$ cat src/rtl/pat_pkg.sv
`default_nettype none

package pat_pkg;

  // Fixed field widths of the stream payloads
  localparam int VA_W  = 16;  // virtual address
  localparam int PA_W  = 15;  // physical address
  localparam int EP_W  = 8;   // evicted page number
  localparam int FC_W  = 16;  // fault total
  localparam int AGE_W = 32;  // per-page age

  localparam int OUT_DATA_W = 40;  // PA_W + EP_W + FC_W, padded to whole bytes

endpackage

`default_nettype wire

$ cat src/rtl/pat_cdiv.sv
`default_nettype none

// Division by a fixed divisor through a reciprocal multiply.
// Quotient and remainder are valid with done, after the product and quotient registers.
module pat_cdiv #(
  parameter int DIVISOR = 256
) (
  input  wire logic                     clk,
  input  wire logic                     rst,
  input  wire logic                     start,
  input  wire logic [pat_pkg::VA_W-1:0] dividend,
  output logic                          done,
  output logic      [pat_pkg::VA_W-1:0] quotient,
  output logic      [pat_pkg::VA_W-1:0] remainder
);

  import pat_pkg::*;

  // q = (n * ceil(2^SH / d)) >> SH is exact for every n below 2^VA_W
  localparam int     SH     = VA_W + $clog2(DIVISOR);
  localparam int     RCP_W  = VA_W + 1;
  localparam int     PROD_W = VA_W + RCP_W;
  localparam longint RCP_L  = ((longint'(1) << SH) + longint'(DIVISOR - 1)) / longint'(DIVISOR);
  localparam logic [RCP_W-1:0] RCP = RCP_W'(RCP_L);
  localparam logic [VA_W:0]    DV  = (VA_W + 1)'(DIVISOR);

  logic [1:0]        stage;
  logic [PROD_W-1:0] prod;
  logic [VA_W-1:0]   dvd;
  logic [VA_W-1:0]   qd;

  assign qd = VA_W'(PROD_W'(quotient) * PROD_W'(DV));

  always_ff @(posedge clk) begin
    if (rst) begin
      stage <= '0;
      done  <= 1'b0;
    end else begin
      stage <= {stage[0], start};
      done  <= stage[1];
      if (start) begin
        prod <= PROD_W'(dividend) * PROD_W'(RCP);
        dvd  <= dividend;
      end
      if (stage[0]) begin
        quotient <= VA_W'(prod >> SH);
      end
      if (stage[1]) begin
        remainder <= dvd - qd;
      end
    end
  end

endmodule

`default_nettype wire

$ cat config.mk
export PLATFORM = sky130hd
export DESIGN_NAME = pat_cdiv
export DESIGN_NICKNAME = d
export VERILOG_FILES = /design/src/rtl/pat_pkg.sv /design/src/rtl/pat_cdiv.sv
export SDC_FILE = /design/constraint.sdc
export NUM_CORES = 1
export LEC_CHECK = 0
export BUFFER_PORTS_ARGS = -buffer_cell sky130_fd_sc_hd__clkbuf_2
export CORE_ASPECT_RATIO = 1.2
export CORE_MARGIN = 8
export CORE_UTILIZATION = 40
export DETAILED_ROUTE_END_ITERATION = 8
export PLACE_DENSITY_LB_ADDON = 0.2
export SYNTH_ARGS = -nofsm -noshare
export SYNTH_HDL_FRONTEND = slang
export SYNTH_SLANG_ARGS = --single-unit
export TNS_END_PERCENT = 30
$ cat constraint.sdc
create_clock -name clk -period 3.2 [get_ports clk]
set_clock_uncertainty 0.2 [all_clocks]
set_input_delay 0.64 -clock clk [delete_from_list [all_inputs] [get_ports clk]]
set_output_delay 0.64 -clock clk [all_outputs]
set_load 0.1 [all_outputs]
# Yosys cells after proc, flatten, opt, wreduce, memory -nomap -nowiden
# Cells that the tools add are included.
# classes
n_addsub	1
n_mul	0
n_div	0
magnitude_cmp	0
n_eq_ne	0
shifts	0
mux	0
n_bitwise	1
reduce_logical	3
# ops
op	n
$sub A16 B16 Y16	1
$reduce_and A2 Y1	3
$not A1 Y1	1
# totals
register_bits	43
latch_bits	0
mem_bits_rw	0
mem_bits_ro	0
in_bits	19
mem_count	0

# Longest topological paths before layout
# logic_depth
word_depth	2
ltp_mapped	8

# Least setup slack after synthesis
# No wires, ideal clock.
# synth_path
kind	flip-flop to flip-flop
start	reg quotient[0] (netlist bit)
end	reg remainder[14] (netlist bit), data pin
setup_ps	259
t_arrival_ps	2185
slack_ps	556
path_stages_with_launch	8
path_buffers	0
synth_period_minus_slack_ps	2644
cell_sequence	edfxtp_1 -> ha_1 -> inv_1 -> fa_1 -> a211oi_1 -> o21bai_1 -> a21oi_1 -> xnor2_1
# synth_via
elab_chain_len	1
# synth_lines
item	line	rtl
start: declaration	pat_cdiv.sv:13	output logic [pat_pkg::VA_W-1:0] quotient,
start signal: assignment	pat_cdiv.sv:46	quotient <= VA_W'(prod >> SH);
$sub A16 B16 Y16	pat_cdiv.sv:49	remainder <= dvd - qd;
end signal: assignment	pat_cdiv.sv:49	
end: declaration	pat_cdiv.sv:14	output logic [pat_pkg::VA_W-1:0] remainder
# No other way between the ends.
# A chain may end at the register's enable or synchronous reset.

# Worst setup path after layout
# layout_path
start	reg dvd[8]
end	reg remainder[14] (netlist bit), data pin
# layout_via
elab_chain_len	1
# layout_lines
item	line	rtl
start: declaration	pat_cdiv.sv:29	logic [VA_W-1:0] dvd;
start signal: assignment	pat_cdiv.sv:43	dvd <= dividend;
$sub A16 B16 Y16	pat_cdiv.sv:49	
# No other way between the ends.

==> Flow_metrics.wiki <==
{| class="wikitable"
! Metric !! Value
|-
| Post-detailed-placement half-perimeter wirelength || 2350 um
|-
| Critical Path Fanout Max || 3
|-
| FF/Latch Area || around 1300 um^2
|-
| Sequential fraction of the synthesis area || between 70% and 80%
|-
| Final Max Slew Viols || 0
|-
| Total iterations of the first detailed-routing run || 3
|-
| Antenna Violating Nets Remaining || 0
|-
| Design Power || 1.12 mW
|-
| Final setup violation count || 0
|-
| Area of combinational cells with multiple inputs || 364 um^2
|-
| Setup repair after global routing missed its margin || no
|-
| Global route overflow || 0
|-
| Crit path DAT || about 1.9 ns
|-
| Height of the die || 87.3 um
|-
| Clock tree from TritonCTS || yes
|-
| Core footprint || 4160 um^2
|-
| Final WL || 2890 um
|-
| Area overhead of the layout relative to synthesis || 21.2%
|-
| Register bit count reported by yosys || 43
|-
| Starting density of the core || 40.7%
|-
| Number of instances resized during post-cts repair || 0
|-
| Pin count of the biggest net entering global routing || 14
|-
| Final period util || around two thirds
|-
| Number of buffer cells added on primary ports || 43
|-
| DRC errors left || 0
|-
| Total Die Area || 6580 um^2
|-
| Clock Root Buffer || sky130_fd_sc_hd__clkbuf_8
|-
| Sw Share || 26.2%
|-
| Highest signal layer in the routed design || met4
|-
| Worst Path Required || 3.04 ns
|-
| Hold-fix buffers at CTS || 0
|-
| Total standard cell area after synthesis || 1690 um^2
|-
| Post-synthesis cell count || approximately 100
|-
| Maximum clock frequency || 479 MHz
|-
| Number of buffers inserted by post-CTS setup repair || 0
|-
| Initial DRC Count || 27
|-
| P_int || a little over 0.8 mW
|-
| Reg power frac || 57.9%
|-
| Number of distinct standard cells referenced by the synthesized netlist || 23
|-
| Total number of yosys warnings || 0
|-
| Number of buffers inserted during clock tree synthesis || 5
|-
| Worst min-delay path category || reg -> reg
|-
| CP Class || reg -> reg
|-
| Status || finished, final reports clean
|-
| Shortest clock period the worst path allows after layout || 2.09 ns
|-
| Number of top-level pins || between 50 and 60
|-
| Portion of total power attributed to the clock network || 29.0%
|-
| Number of max-cap violations || 0
|-
| M1 WL || 990 um
|-
| Clock insertion delay at the later pin of the skew report || 0.29 ns
|-
| Setup crit start kind || flop
|-
| Number of antenna violations at the first check in global routing || 0
|-
| Synthesized area divided by synthesized cell count || 16.8 um^2
|-
| Via count of the first global-routing pass || around 1000
|-
| Vias per cell || 4.40
|-
| Routed wire length per instance || 13.8 um
|-
| Global placer's final weighted congestion || 0.725
|-
| Clk pin slew, worst setup/hold paths || ~0.070 ns
|-
| Hold_ws || 0.224 ns
|-
| Relative slew slack || 57.1%
|-
| Ratio of cells with drive above 1 in the final layout || 36.4%
|-
| Worst-Margin Slew || roughly 0.64 ns
|-
| Global-route wire length before repair || between 4000 and 5000 um
|-
| Die boundary width || 75.4 um
|-
| Number of nets in the final layout || 180
|-
| CTS max path bufs || 2
|-
| Total Neg Setup Slack || 0 ns
|-
| Number of clock sinks || between 40 and 50
|-
| Number of filler instances in the final layout || 401
|-
| VDD IR max || 0.000303 V
|-
| Routed met2 length || 1610 um
|-
| Aggregate global-route resource usage || 9.76%
|-
| Most common cell after layout, fill and taps aside || sky130_fd_sc_hd__clkbuf_2
|-
| Static power due to leakage || 0.851 nW
|-
| Combinational cell fraction of total power || between 10% and 20%
|-
| Nature of the critical path endpoint || flop
|-
| Vias post-DR || between 900 and 1000
|-
| # rows || 26
|-
| Total inserted antenna cells || 0
|-
| Power per cell area || 547 nW/um^2
|-
| Commonest non-fill, non-tap cells in the layout || sky130_fd_sc_hd__clkbuf_2 (43), sky130_fd_sc_hd__edfxtp_1 (40), sky130_fd_sc_hd__inv_1 (9)
|-
| Switching power summed over all nets || 0.294 mW
|-
| DR WL met3 || 215 um
|-
| Depth of the CTS H-tree || 2
|-
| Number of hold-slack violations in the final timing report || 0
|}
[worst paths after layout]
check	from	endpoint	slack (ns)	cells after the start
worst max-delay path	dvd[8]	remainder[14]	1.11	8
worst min-delay path	dvd[6]	remainder[6]	0.22	0
worst max register to register	dvd[8]	remainder[14]	1.11	8
worst min register to register	dvd[6]	remainder[6]	0.22	0
[layer usage]
| metal | vias up | track usage, % |
|---|---|---|
| met1 | 435 | 8.76 |
| met2 | 30 | 17.3 |
| met3 | 8 | 3.80 |
| met4 | 0 | 6.30 |
| li1 | 450 | - |
| met5 | - | 0 |
[final cells by class]
type | count | share of cell area, %
timing repair buffer | 46 | 11.6
sequential | 43 | 61.5
tap | 56 | 3.41
clock inverter | 2 | 0.610
multi-input combinational | 48 | 17.7
clock buffer | 6 | 3.54
inverter | 9 | 1.65
[flip-flops by register name, indices dropped and copies added, names as in the netlist]
register / cells
stage: 2
remainder: 16
done: 1
dvd: 16
quotient: 8
[cells in the mapped netlist]
cell type                  number  area share (%)
sky130_fd_sc_hd__o21ai_0        1            0.30
sky130_fd_sc_hd__a31oi_1        2            0.74
sky130_fd_sc_hd__xnor2_1        5             2.6
sky130_fd_sc_hd__nor2_1         2            0.44
sky130_fd_sc_hd__o21bai_1       1            0.44
sky130_fd_sc_hd__nor2b_1        6             2.2
sky130_fd_sc_hd__fa_1           1             1.2
sky130_fd_sc_hd__o211ai_2       1            0.74
sky130_fd_sc_hd__buf_4          8             3.5
sky130_fd_sc_hd__xor2_1         1            0.52
sky130_fd_sc_hd__a21oi_1        3            0.89
sky130_fd_sc_hd__a21o_1         3             1.3
sky130_fd_sc_hd__a21oi_2        1            0.52
sky130_fd_sc_hd__ha_1           7             5.2
sky130_fd_sc_hd__inv_1          9             2.0
sky130_fd_sc_hd__edfxtp_1      40              71
sky130_fd_sc_hd__dfxtp_1        3             3.5
sky130_fd_sc_hd__or3_1          1            0.37
sky130_fd_sc_hd__conb_1         1            0.22
sky130_fd_sc_hd__a211oi_1       1            0.44
sky130_fd_sc_hd__nand2b_1       2            0.74
sky130_fd_sc_hd__a21o_2         1            0.52
sky130_fd_sc_hd__a311o_1        1            0.59
[worst max-delay path, cell delays in order, from the launching register on]
cell	delay [ns]
sky130_fd_sc_hd__edfxtp_1	0.38
sky130_fd_sc_hd__inv_1	0.07
sky130_fd_sc_hd__ha_1	0.15
sky130_fd_sc_hd__inv_1	0.05
sky130_fd_sc_hd__fa_1	0.41
sky130_fd_sc_hd__a211oi_1	0.22
sky130_fd_sc_hd__o21bai_1	0.10
sky130_fd_sc_hd__a21oi_1	0.18
sky130_fd_sc_hd__xnor2_1	0.08
[power by group through the flow]
| stage | combinational [mW] | sequential (mW) | clock (mW) |
|---|---|---|---|
| 3_3_place_gp | 0.145 | 0.661 | 0 |
| 4_1_cts | 0.149 | 0.650 | 0.339 |
| 6_report | 0.148 | 0.649 | 0.325 |
| 3_5_place_dp | 0.149 | 0.663 | 0 |
| 5_1_grt | 0.158 | 0.652 | 0.365 |
| 2_1_floorplan | 0.0910 | 0.697 | 0 |
[through the flow]
| step | utilization, % | instance area (um^2) | worst slack [ns] | instances |
|---|---|---|---|---|
| after floorplan | - | 1720 | 0.556 | 108 |
| after global placement | 47.2 | 1970 | 1.14 | 202 |
| after detailed placement | 47.2 | 1970 | 1.11 | 202 |
| after CTS | 49.3 | 2050 | 1.09 | 210 |
| after global routing | 49.3 | 2050 | 0.937 | 210 |
| final | 49.3 | 2050 | 1.11 | 210 |
[kinds of logic after synthesis]
group                      count (synthesis)  share of synthesized area [%]
AOI/OAI and AO/OA                         15                           6.50
xor gates and xnor gates                   6                           3.10
adders and majority gates                  8                           6.36
buffers and inverters                     17                           5.54
DFF                                       43                           74.5
other                                      1                          0.222
and+or+nand+nor                           11                           3.77
(Power assumes the default switching activity.)
