### src/rtl/pat_ram.sv
`default_nettype none

module pat_ram #(
  parameter int WIDTH = 8,
  parameter int DEPTH = 16
) (
  input  wire logic                                        clk,
  input  wire logic                                        we,
  input  wire logic [((DEPTH > 1) ? $clog2(DEPTH) : 1)-1:0] waddr,
  input  wire logic [WIDTH-1:0]                            wdata,
  input  wire logic [((DEPTH > 1) ? $clog2(DEPTH) : 1)-1:0] raddr,
  output logic      [WIDTH-1:0]                            rdata
);

  logic [WIDTH-1:0] mem [DEPTH];

  always_ff @(posedge clk) begin
    if (we) begin
      mem[waddr] <= wdata;
    end
    rdata <= mem[raddr];
  end

endmodule

`default_nettype wire

### config.mk
export PLATFORM = sky130hd
export DESIGN_NAME = pat_ram
export DESIGN_NICKNAME = d
export VERILOG_FILES = /design/src/rtl/pat_ram.sv
export SDC_FILE = /design/constraint.sdc
export NUM_CORES = 1
export LEC_CHECK = 0
export BUFFER_PORTS_ARGS = -buffer_cell sky130_fd_sc_hd__buf_4
export CAP_MARGIN = 0
export CORE_MARGIN = 5
export CORE_UTILIZATION = 50
export DETAILED_ROUTE_END_ITERATION = 8
export PLACE_DENSITY = 0.7
export SYNTH_ARGS = -nofsm -noshare
export SYNTH_HDL_FRONTEND = slang
export SYNTH_SLANG_ARGS = --single-unit
### constraint.sdc
create_clock -name clk -period 4.8 [get_ports clk]
set_input_delay 0.96 -clock clk [delete_from_list [all_inputs] [get_ports clk]]
set_output_delay 0.96 -clock clk [all_outputs]
set_load 0.01 [all_outputs]
* After elaboration in Yosys (flattened, before gate mapping) *
Memories as Yosys holds them, arrays and structs flattened. A register that Yosys moved wholly into a read port is not among the register bits.
Cells that the tools add are included.
Widths: inputs -> output; s select.

storage, ports and cells
  RAM bits = 128
  memories = 1
  output and inout port bits = 8
  register bits = 0
  logic and storage cells = 3

memory list
  memory  words  width  rd ports  clocked after Yosys merged registers in  wr ports  RTL line  RTL
  mem     16     8      1         1                                        1         15        logic [WIDTH-1:0] mem [DEPTH];

operators by class
  multiplexer cells = 2

operators with widths
  operator  count
  $mux 1    2

* Longest topological paths before layout *
Gate-level depths: netlist of run 1.

  depth in word-level cells = 2
  gate-level depth with buffers = 5
  depth with buffers taken out = 3

* Worst setup path after synthesis of run 1 *
No wires, ideal clock.

  path kind = input-to-reg
  start = in waddr[2] in the netlist's numbering
  end = mem mem[0][0], enable pin
  stages = 2
  setup slack = 2.347 ns
  buffers on the path = 0
  data arrival time = 2.070 ns
  required time = 4.417 ns
  cells stage by stage = or3b_2 > nor3_1

RTL lines
  what         RTL line  RTL
  from (decl)  9         input wire logic [((DEPTH > 1) ? $clog2(DEPTH) : 1)-1:0] waddr,
  to (decl)    15

No word-level cell before the write port.

* Worst setup path after layout of run 1 *
  start = in waddr[2] in the netlist's numbering
  end = mem mem[0][4], enable pin

No word-level cell before the write port.

==> results of run 1 <==
## power breakdown
part / leakage, nW / internal, W / switching, W
registers: 1.22 / 0.00133 / 0.00000708
clock network: 0.272 / 0.000761 / 0.000446
logic: 0.507 / 0.0000556 / 0.0000687
## flip-flops by register name (all words and copies together) (netlist names)
register  cells
rdata         8
mem         128
## layout make-up
cell class                      instances  area share
Timing Repair Buffer                   28     0.03504
Multi-Input combinational cell         83      0.1763
Sequential cell                       136      0.6675
Clock inverter                          9     0.01669
Tap cell                              136     0.02837
Clock buffer                           23     0.07614
## worst paths after layout
path	to	cells after the start	slack, ps	start
worst max-delay path	mem[0][4]	3	2550	waddr[2]
worst min-delay path	rdata[1]	3	680	mem[12][1]
worst max register to register	rdata[7]	3	3420	mem[3][7]
worst min register to register	rdata[1]	3	680	mem[12][1]
## tightest hold or removal path: cells and delay by family (launching register included)
| family | cells | cell delay (ps) |
|---|---|---|
| DFF | 1 | 310 |
| muxes | 1 | 230 |
| AOI/OAI and AO/OA | 1 | 60 |
| and+or+nand+nor | 1 | 50 |
## cells in the mapped netlist (all sizes together)
cell type / instances / area share
nor2: 13 / 0.0095
nand3: 1 / 0.00097
mux4: 32 / 0.15
and2: 1 / 0.0012
nand2b: 2 / 0.0024
nand2: 9 / 0.0066
or3b: 1 / 0.0017
dfxtp: 8 / 0.031
nor2b: 1 / 0.0012
nand3b: 2 / 0.0029
nor3: 4 / 0.0039
buf: 7 / 0.011
clkdlybuf4s25: 3 / 0.0058
edfxtp: 128 / 0.75
and2b: 1 / 0.0015
a22oi: 16 / 0.023
## cells by family (layout without fill, tap and decap cells)
kind of cell           after synthesis  in the layout
multiplexers                        32             32
flip-flops                         136            136
buffers and inverters               10             60
AO/OA/AOI/OAI                       16             16
AND/OR/NAND/NOR                     35             35
## per-stage QoR
stage,power (W),instances,instance area [sq um]
after CTS,0.002685,415,5998
after detailed placement,0.001487,383,5441
final,0.002667,415,5998
after floorplan,0.001429,229,5147
after global placement,0.001483,383,5441
after global routing,0.002749,415,5998
## routing by layer
metal | GRT usage | up-vias
met5 | 0 | -
met4 | 0.07543 | 0
met3 | 0.04076 | 18
met2 | 0.2433 | 97
met1 | 0.2059 | 1215
li1 | - | 1049
==> qor.log, run 1 <==
INFO  synth          synth_fp_nets=247
INFO  setup_path     required=4920ps
INFO  power_and_ir_drop cellPowerDensity=444.6nW/um^2
INFO  setup_path     worstSetupPathType=in2reg
INFO  detailed_routing route.detailed.drc=0
INFO  clock_network  cts.sink_count=136
INFO  sta            final.min_clock_period=2250ps
INFO  sta            timing.final.setup_violations=0
INFO  sta            final.hold.worst_slack=677.9ps
INFO  synth          synth_xor_area_frac=0
INFO  grt            grt_max_degree=33
INFO  detailed_routing drtAntennaViolNets=0
INFO  sta            max-slew-margin-rel=0.3201
INFO  placed_design  pre_cts_slack=1998ps
INFO  placed_design  detailed_place_hpwl=5486um
INFO  setup_path     worstPathBufferInverterCount=1
INFO  clock_network  clk_latency=510ps
INFO  finish         multiInputGateArea=1057squm
INFO  grt            grt_pass1_wl=13840um
INFO  clock_network  numCtsBuffers=17
INFO  die            die_area=12420squm
INFO  synth          yosysWarnings=0
INFO  die            die_height=111.5um
INFO  finish         finish.utilization=0.5889
INFO  hold_path      worst_min_path_class=reg2reg
INFO  setup_path     cp_cell_sequence=buf_4, or3b_2, nor3_1
INFO  finish         most_common_cell_after_layout_fill_and_taps_aside=sky130_fd_sc_hd__edfxtp_1
INFO  detailed_routing viasPerCell=5.733
INFO  clock_network  hold_buffers=0
INFO  finish         layout-drive-gt1-share=0.2688
INFO  die            rows=37
INFO  flow_run       max-cap-violations=0
INFO  synth          synth_cell_type_count=19
INFO  detailed_routing drt_first_pass_iters=4
INFO  synth          synth-adder-area-share=0
INFO  synth          post_synth.cell_area_avg=22.48squm
INFO  die            core-area=10180squm
INFO  synth          post_synthesis_cell_area=5147squm
INFO  setup_path     slowest_delay=790ps
INFO  power_and_ir_drop peakVddDrop=0.2436mV
INFO  placed_design  port-buffer-count=25
INFO  detailed_routing route.final.wire_length=9097um
INFO  setup_path     cp_max_fo=8
INFO  die            chipWidth=111.5um
INFO  synth          post_synth_mux_area_share=0.1502
INFO  finish         antenna-diode-count=0
INFO  finish         layout-area-overhead-vs-synth=16.53%
INFO  clock_network  clkTransAtPathRegs=60ps
INFO  finish         finalNetCount=284
INFO  detailed_routing drt-initial-drc-count=148
INFO  synth          synth-compound-area-share=0.02333
INFO  sta            finalMaxSlewViolations=0
INFO  sta            final.setup.worst_slack=2550ps
INFO  setup_path     path_delay_family=simple AND/OR/NAND/NOR gates
INFO  clock_network  clockRootBuffer=sky130_fd_sc_hd__clkbuf_8
INFO  sta            worstMarginPinSlew=1012ps
INFO  synth          yosys.area_share.simple=0.03184
INFO  sta            timing_hold_violations_final=0
INFO  synth          synth_top_family_by_area=multiplexers
INFO  finish         mostFrequentLayoutCells=128 x sky130_fd_sc_hd__edfxtp_1, 28 x sky130_fd_sc_hd__buf_4, 18 x sky130_fd_sc_hd__mux4_2
INFO  clock_network  post_cts.resized_instances=0
INFO  grt            grt_util_all_layers=0.1559
INFO  setup_path     cell_at_the_slowest_stage_of_the_critical_path=sky130_fd_sc_hd__nor3_1
INFO  detailed_routing post_drt_wl_per_cell=21.92um
INFO  detailed_routing routed.top_layer=met4
INFO  synth          yosysSeqAreaShare=0.7778
INFO  detailed_routing num_vias=2379
INFO  sta            setup-tns-final=0ps
INFO  detailed_routing dr_wl_met2=4569um
INFO  clock_network  post_cts_buffers=0
INFO  die            floorplan.initialDensity=0.5054
INFO  power_and_ir_drop p_leak=2.002nW
INFO  die            boundaryPins=26
INFO  clock_network  cts_tree=yes
INFO  setup_path     critical_path.startpoint_type=primary input
INFO  finish         regArea=4004squm
INFO  clock_network  clockBufferDepth=2
INFO  sta            worst_clock_skew=9.057ps
INFO  placed_design  finalWeightedCongestion=0.7419
INFO  grt            grt_overflow=0
INFO  setup_path     timing.critical_path.to_type=flop
INFO  synth          yosys_register_bits=136
INFO  grt            number_of_antenna_violations_at_the_first_check_in_global_routing=0
INFO  outcome        status=finished, final reports clean
INFO  setup_path     critPathArrivalTime=2370ps
INFO  clock_network  htree_levels=4
INFO  finish         num-fill-cells=767
INFO  sta            max_freq=0.4443GHz
INFO  sta            layout_worst_path_cycle_share=0.4689
INFO  grt            first_global_vias=2428
INFO  synth          syn_inst=229
INFO  sta            grt_setup_unrepaired=false
INFO  detailed_routing m1WireLength=3692um
INFO  detailed_routing dr_wl_met3=610um
Power figures use the tool's default switching activity.
==> run 2, diff against run 1 <==
==> constraint.sdc (replaced) <==
create_clock -name clk -period 2.29 [get_ports clk]
set_input_delay 0.458 -clock clk [delete_from_list [all_inputs] [get_ports clk]]
set_output_delay 0.458 -clock clk [all_outputs]
set_load 0.01 [all_outputs]
==> run 2 against run 1 <==
Utilization grew 1.6 points. First-iteration DRC count grew 20%. Combinational power grew 120%. Critical path depth is the same. Sequential share of layout area shrank 1.7 points. Via count grew 2.2%. Global-route usage grew 1.4 points. Non-clock buffer count grew 19. Design area grew 2.6%. Clock power grew 110%. Register-to-register slack lost 2600 ps. Clock skew shrank 0.90 ps. Critical path type is now reg2reg. Largest cell class unchanged. Largest power group unchanged. Highest routed layer unchanged.
==> qor.log, run 2 (synthesis gave the netlist of run 1 again) <==
INFO  outcome        status=finished, final reports clean
INFO  clock_network  clk_latency=510ps [about the same]
INFO  hold_path      hold_start=wdata[5]
INFO  die            core-area=10180squm [unchanged]
INFO  grt            grt_overflow=0 [unchanged]
INFO  finish         most_common_cell_after_layout_fill_and_taps_aside=sky130_fd_sc_hd__edfxtp_1
INFO  sta            layout_worst_path_cycle_share=0.6573
INFO  die            rows=37 [unchanged]
INFO  placed_design  port-buffer-count=25 [unchanged]
INFO  sta            final.setup.worst_slack=784.9ps [-1765 ps]
INFO  finish         finalNetCount=303 [+6.7%]
INFO  setup_path     count_of_cells_along_the_worst_register_to_register_path=3 [unchanged]
INFO  sta            finalMaxSlewViolations=0 [unchanged]
INFO  flow_run       max-cap-violations=0 [unchanged]
INFO  setup_path     critPathArrivalTime=1880ps [-490 ps]
INFO  detailed_routing drt_first_pass_iters=8 [+4]
INFO  detailed_routing viasPerCell=5.604 [-2.2%]
INFO  placed_design  numPlacedInstances=402 [+5.0%]
INFO  clock_network  post_cts.resized_instances=0 [unchanged]
INFO  clock_network  htree_levels=4 [unchanged]
INFO  clock_network  cts_tree=yes
INFO  detailed_routing drtAntennaViolNets=0 [unchanged]
INFO  finish         antenna-diode-count=0 [unchanged]
INFO  setup_path     regToRegEndpoint=rdata[2]
INFO  setup_path     worstSetupPathType=reg2reg
INFO  sta            final.hold.worst_slack=267.5ps [-410.4 ps]
INFO  sta            setup-tns-final=0ps [unchanged]
INFO  finish         largest_register_ffs=128 [unchanged]
INFO  grt            grt_util_all_layers=0.1701 [+0.01417]
INFO  finish         layoutNonFillerInstCount=434 [+4.6%]
INFO  clock_network  hold_buffers=0 [unchanged]
INFO  clock_network  clockBufferDepth=2 [unchanged]
INFO  sta            timing.final.setup_violations=0 [unchanged]
INFO  sta            final.min_clock_period=1505ps
INFO  sta            max_freq=0.6644GHz
INFO  hold_path      worst_min_path_class=in2reg
INFO  finish         reg_with_most_ffs=mem
INFO  sta            max-slew-margin-rel=0.7358 [+0.4158]
INFO  die            die_height=111.5um [unchanged]
INFO  setup_path     timing.rr.start=mem[1][2]
INFO  power_and_ir_drop cellPowerDensity=905.2nW/um^2 [+100%]
INFO  hold_path      min_delay_worst_endpoint=mem[5][5]
INFO  sta            worstMarginPinSlew=396.2ps [-615.9 ps]
INFO  placed_design  detailed_place_hpwl=6118um [+12%]
INFO  detailed_routing dr_wl_met3=593um [-2.8%]
INFO  grt            grt_max_degree=22 [-33%]
INFO  detailed_routing m1WireLength=3900um [+5.6%]
INFO  setup_path     r2r_setup_slack=780ps [-2640 ps]
INFO  die            die_area=12420squm [unchanged]
INFO  clock_network  clkTransAtPathRegs=60ps [about the same]
INFO  die            chipWidth=111.5um [unchanged]
INFO  grt            first_global_vias=2626 [+8.2%]
INFO  power_and_ir_drop peakVddDrop=0.4203mV [+73%]
INFO  placed_design  pre_cts_slack=306.9ps [-1691 ps]
INFO  finish         top_regs=mem x128, rdata x8
INFO  setup_path     critical_path.startpoint_type=flop
INFO  power_and_ir_drop p_leak=2.105nW [+5.1%]
INFO  hold_path      worst_hold_path_depth=1 [-2]
INFO  detailed_routing routed.top_layer=met4
INFO  sta            worst_clock_skew=8.155ps [-0.9016 ps]
INFO  detailed_routing post_drt_wl_per_cell=22.48um [+2.5%]
INFO  detailed_routing num_vias=2432 [+2.2%]
INFO  finish         layout-drive-gt1-share=0.3255 [+0.05669]
INFO  finish         layout-area-overhead-vs-synth=19.62%
INFO  setup_path     timing.critical_path.to_type=flop
INFO  sta            grt_setup_unrepaired=false
INFO  die            floorplan.initialDensity=0.5054 [unchanged]
INFO  grt            grt_pass1_wl=15240um [+10%]
INFO  finish         mostFrequentLayoutCells=128 x sky130_fd_sc_hd__edfxtp_1, 46 x sky130_fd_sc_hd__buf_4, 18 x sky130_fd_sc_hd__mux4_2
INFO  clock_network  numCtsBuffers=17 [unchanged]
INFO  clock_network  post_cts_buffers=0 [unchanged]
INFO  detailed_routing route.detailed.drc=0 [unchanged]
INFO  clock_network  cts.sink_count=136 [unchanged]
INFO  detailed_routing route.final.wire_length=9755um [+7.2%]
INFO  grt            number_of_antenna_violations_at_the_first_check_in_global_routing=0 [unchanged]
INFO  placed_design  finalWeightedCongestion=0.6882 [-7.2%]
INFO  setup_path     required=2660ps [-2260 ps]
INFO  sta            timing_hold_violations_final=0 [unchanged]
INFO  setup_path     cp_max_fo=1 [-7]
INFO  die            boundaryPins=26 [unchanged]
INFO  detailed_routing drt-initial-drc-count=177 [+20%]
INFO  detailed_routing dr_wl_met2=5084um [+11%]
INFO  clock_network  clockRootBuffer=sky130_fd_sc_hd__clkbuf_8
-- run 2: cell types whose count changed in the layout (fill, tap and decap cells not counted) --
| cell | delta |
|---|---|
| sky130_fd_sc_hd__buf_12 | +1 |
| sky130_fd_sc_hd__clkbuf_8 | -2 |
| sky130_fd_sc_hd__clkinv_4 | +6 |
| sky130_fd_sc_hd__clkinv_2 | -4 |
| sky130_fd_sc_hd__clkbuf_1 | -4 |
| sky130_fd_sc_hd__inv_8 | +2 |
| sky130_fd_sc_hd__clkinv_1 | +1 |
| sky130_fd_sc_hd__buf_4 | +18 |
| sky130_fd_sc_hd__inv_6 | +2 |
| sky130_fd_sc_hd__bufinv_16 | -1 |
-- run 2: area by class of cell --
cell class / instances / area (sq um)
Fill cell: 707 / 4028
Sequential cell: 136 / 4004
Multi-Input combinational cell: 83 / 1057
Clock buffer: 17 / 414.1
Timing Repair Buffer: 47 / 365.4
Tap cell: 136 / 170.2
Clock inverter: 15 / 146.4
-- run 2: stage by stage --
step | total power [W] | cell area (sq um) | utilization
after floorplan | 0.002996 | 5147 | -
after CTS | 0.005622 | 6157 | 0.6045
after detailed placement | 0.003134 | 5597 | 0.5495
after global routing | 0.005778 | 6157 | 0.6045
after global placement | 0.003126 | 5597 | 0.5495
final | 0.005574 | 6157 | 0.6045
-- run 2: worst max path at each step --
stage	start	to	depth (start not counted)
after floorplan	waddr[2]	mem[0][0]	2
after global placement	raddr[0]	rdata[4]	5
after detailed placement	raddr[0]	rdata[4]	5
after CTS	rdata[7]	rdata[7]	1
after global routing	mem[1][2]	rdata[2]	3
final	mem[1][2]	rdata[2]	3
-- run 2: power breakdown --
part           total [W]  leakage, nW  switching [W]  internal (W)
Sequential       0.00280         1.22      0.0000192       0.00278
Combinational   0.000278        0.611       0.000147      0.000130
Clock            0.00249        0.270        0.00103       0.00146
Total            0.00557         2.10        0.00120       0.00437
-- run 2: routing by layer --
layer	GRT usage	vias up
li1	-	1087
met1	0.2186	1246
met2	0.2851	86
met3	0.04565	13
met4	0.05434	0
met5	0	-
-- run 2: worst max-delay path, stage by stage, from the launching register on --
cell	delay [ps]
sky130_fd_sc_hd__edfxtp_1	360
sky130_fd_sc_hd__mux4_1	510
sky130_fd_sc_hd__a22oi_1	360
sky130_fd_sc_hd__nand2_1	140
==> run 3, diff against run 2 <==
==> constraint.sdc (replaced) <==
create_clock -name clk -period 1.6 [get_ports clk]
set_input_delay 0.32 -clock clk [delete_from_list [all_inputs] [get_ports clk]]
set_output_delay 0.32 -clock clk [all_outputs]
set_load 0.01 [all_outputs]
==> run 3 against run 2 <==
Cell count grew 2.5%. Sequential power rose by 43%. Register-to-register slack worse by 600 ps. Routed wire length rose by 3.8%. Via count grew 3.5%. Design area is 2.5% higher. Critical path type unchanged.
==> qor.log, run 3 (synthesis gave the netlist of run 1 again) <==
INFO  outcome        status=finished, final reports clean
INFO  detailed_routing m1WireLength=4296um [+10%]
INFO  setup_path     cp_cell_sequence=mux4_1, a22oi_1, nand2_1
INFO  detailed_routing route.final.wire_length=10120um [+3.8%]
INFO  grt            grt_max_degree=17 [-23%]
INFO  detailed_routing post_drt_wl_per_cell=22.75um [+1.2%]
INFO  die            core-area=10180squm [unchanged]
INFO  clock_network  cts_tree=yes
INFO  clock_network  numCtsBuffers=17 [unchanged]
INFO  power_and_ir_drop cellPowerDensity=1322nW/um^2 [+46%]
INFO  grt            grt_overflow=0 [unchanged]
INFO  setup_path     r2r_setup_slack=180ps [-600 ps]
INFO  power_and_ir_drop peakVddDrop=0.6572mV [+56%]
INFO  detailed_routing dr_wl_met3=664um [+12%]
INFO  flow_run       max-cap-violations=0 [unchanged]
INFO  die            boundaryPins=26 [unchanged]
INFO  sta            timing.final.setup_violations=0 [unchanged]
INFO  clock_network  clkTransAtPathRegs=70ps [about the same]
INFO  clock_network  htree_levels=4 [unchanged]
INFO  sta            layout_worst_path_cycle_share=0.8870 [+0.2297]
INFO  placed_design  pre_cts_slack=-186.3ps [-493.2 ps]
INFO  grt            first_global_vias=2697 [+2.7%]
INFO  die            floorplan.initialDensity=0.5054 [unchanged]
INFO  setup_path     count_of_cells_along_the_worst_register_to_register_path=3 [unchanged]
INFO  detailed_routing drt_first_pass_iters=4 [-4]
INFO  finish         layoutNonFillerInstCount=445 [+2.5%]
INFO  placed_design  port-buffer-count=25 [unchanged]
INFO  clock_network  hold_buffers=0 [unchanged]
INFO  sta            finalMaxSlewViolations=0 [unchanged]
INFO  detailed_routing route.detailed.drc=0 [unchanged]
INFO  placed_design  numPlacedInstances=413 [+2.7%]
INFO  setup_path     regToRegEndpoint=rdata[3]
INFO  sta            max_freq=0.7046GHz [+6.1%]
INFO  setup_path     worst_setup_path_endpoint=rdata[3]
INFO  clock_network  clockRootBuffer=sky130_fd_sc_hd__clkbuf_8
INFO  placed_design  detailed_place_hpwl=6685um [+9.3%]
INFO  finish         top_regs=mem x128, rdata x8
INFO  finish         largest_register_ffs=128 [unchanged]
INFO  grt            grt_util_all_layers=0.1764 [+0.006398]
INFO  detailed_routing routed.top_layer=met4
INFO  detailed_routing num_vias=2517 [+3.5%]
INFO  finish         layout-area-overhead-vs-synth=22.65%
INFO  setup_path     worstSetupPathDepth=3 [unchanged]
INFO  die            die_area=12420squm [unchanged]
INFO  setup_path     timing.rr.start=mem[1][3]
INFO  setup_path     critical_path.startpoint_type=flop
INFO  clock_network  clk_latency=520ps [about the same]
INFO  die            chipWidth=111.5um [unchanged]
INFO  sta            final.hold.worst_slack=107.4ps [-160.1 ps]
INFO  sta            final.setup.worst_slack=180.8ps [-604.1 ps]
INFO  die            rows=37 [unchanged]
INFO  detailed_routing viasPerCell=5.656 [+0.94%]
INFO  finish         layout-drive-gt1-share=0.3560 [+0.03048]
INFO  grt            number_of_antenna_violations_at_the_first_check_in_global_routing=0 [unchanged]
INFO  setup_path     cell_at_the_slowest_stage_of_the_critical_path=sky130_fd_sc_hd__mux4_1
INFO  sta            final.min_clock_period=1419ps [-85.93 ps]
INFO  placed_design  finalWeightedCongestion=0.8238 [+20%]
INFO  detailed_routing drt-initial-drc-count=167 [-5.6%]
INFO  setup_path     timing.critical_path.to_type=flop
INFO  finish         most_common_cell_after_layout_fill_and_taps_aside=sky130_fd_sc_hd__edfxtp_1
INFO  finish         finalNetCount=314 [+3.6%]
INFO  finish         antenna-diode-count=0 [unchanged]
INFO  power_and_ir_drop p_leak=2.196nW [+4.3%]
INFO  detailed_routing drtAntennaViolNets=0 [unchanged]
INFO  grt            grt_pass1_wl=15840um [+3.9%]
INFO  finish         reg_with_most_ffs=mem
INFO  detailed_routing dr_wl_met2=4980um [-2.0%]
INFO  clock_network  post_cts_buffers=0 [unchanged]
INFO  hold_path      worst_min_path_class=in2reg
INFO  finish         mostFrequentLayoutCells=128 x sky130_fd_sc_hd__edfxtp_1, 55 x sky130_fd_sc_hd__buf_4, 18 x sky130_fd_sc_hd__mux4_2
INFO  clock_network  post_cts.resized_instances=0 [unchanged]
INFO  sta            timing_hold_violations_final=0 [unchanged]
INFO  sta            worstMarginPinSlew=776.9ps [+380.7 ps]
INFO  setup_path     critPathArrivalTime=1810ps [-70 ps]
INFO  setup_path     worst_setup_path_startpoint=mem[1][3]
INFO  setup_path     worstPathBufferInverterCount=0 [unchanged]
INFO  setup_path     path_delay_family=multiplexers
INFO  setup_path     worstSetupPathType=reg2reg
INFO  setup_path     slowest_delay=530ps [+20 ps]
INFO  clock_network  clockBufferDepth=2 [unchanged]
INFO  sta            setup-tns-final=0ps [unchanged]
INFO  setup_path     cp_max_fo=1 [unchanged]
INFO  sta            grt_setup_unrepaired=false
INFO  die            die_height=111.5um [unchanged]
INFO  setup_path     required=1990ps [-670 ps]
INFO  clock_network  cts.sink_count=136 [unchanged]
INFO  sta            worst_clock_skew=12.02ps [+3.867 ps]
INFO  sta            max-slew-margin-rel=0.4810 [-0.2548]
run 3: worst min-delay path by stage:
stage | depth (start not counted) | end | from
final | 1 | mem[13][2] | wdata[2]
after CTS | 1 | mem[8][2] | wdata[2]
after global routing | 1 | mem[13][2] | wdata[2]
after floorplan | 0 | mem[0][0] | wdata[0]
after global placement | 1 | mem[12][0] | wdata[0]
after detailed placement | 1 | mem[14][0] | wdata[0]
run 3: stage by stage:
| step | area (sq um) | total power (W) | util |
|---|---|---|---|
| detailed placement | 5709 | 0.004507 | 0.5606 |
| finish | 6314 | 0.008348 | 0.6199 |
| floorplan | 5152 | 0.004288 | - |
| CTS | 6314 | 0.008410 | 0.6199 |
| global route | 6314 | 0.008642 | 0.6199 |
| global placement | 5709 | 0.004493 | 0.5606 |
run 3: where the power goes:
group | leakage (nW) | internal [W] | total [W] | switching [W]
clock | 0.294 | 0.00241 | 0.00392 | 0.00150
sequential | 1.22 | 0.00398 | 0.00401 | 0.0000243
combinational | 0.679 | 0.000202 | 0.000424 | 0.000222
run 3: area by class of cell:
class / instances / area [sq um]
Clock buffer: 17 / 414.1
Clock inverter: 15 / 190.2
Fill cell: 717 / 3871
Multi-Input combinational cell: 83 / 1062
Sequential cell: 136 / 4004
Tap cell: 136 / 170.2
Timing Repair Buffer: 58 / 473.0
run 3: per-layer routing:
layer  global-route usage  vias to the layer above
met1               0.2447                     1291
met4              0.06894                        0
li1                     -                     1111
met5                    0                        -
met3              0.04402                       14
met2               0.2726                      101
run 3: worst register-to-register path, cell delays in order, from the launching register on:
cell	delay [ps]
sky130_fd_sc_hd__edfxtp_1	360
sky130_fd_sc_hd__mux4_1	530
sky130_fd_sc_hd__a22oi_1	300
sky130_fd_sc_hd__nand2_1	110
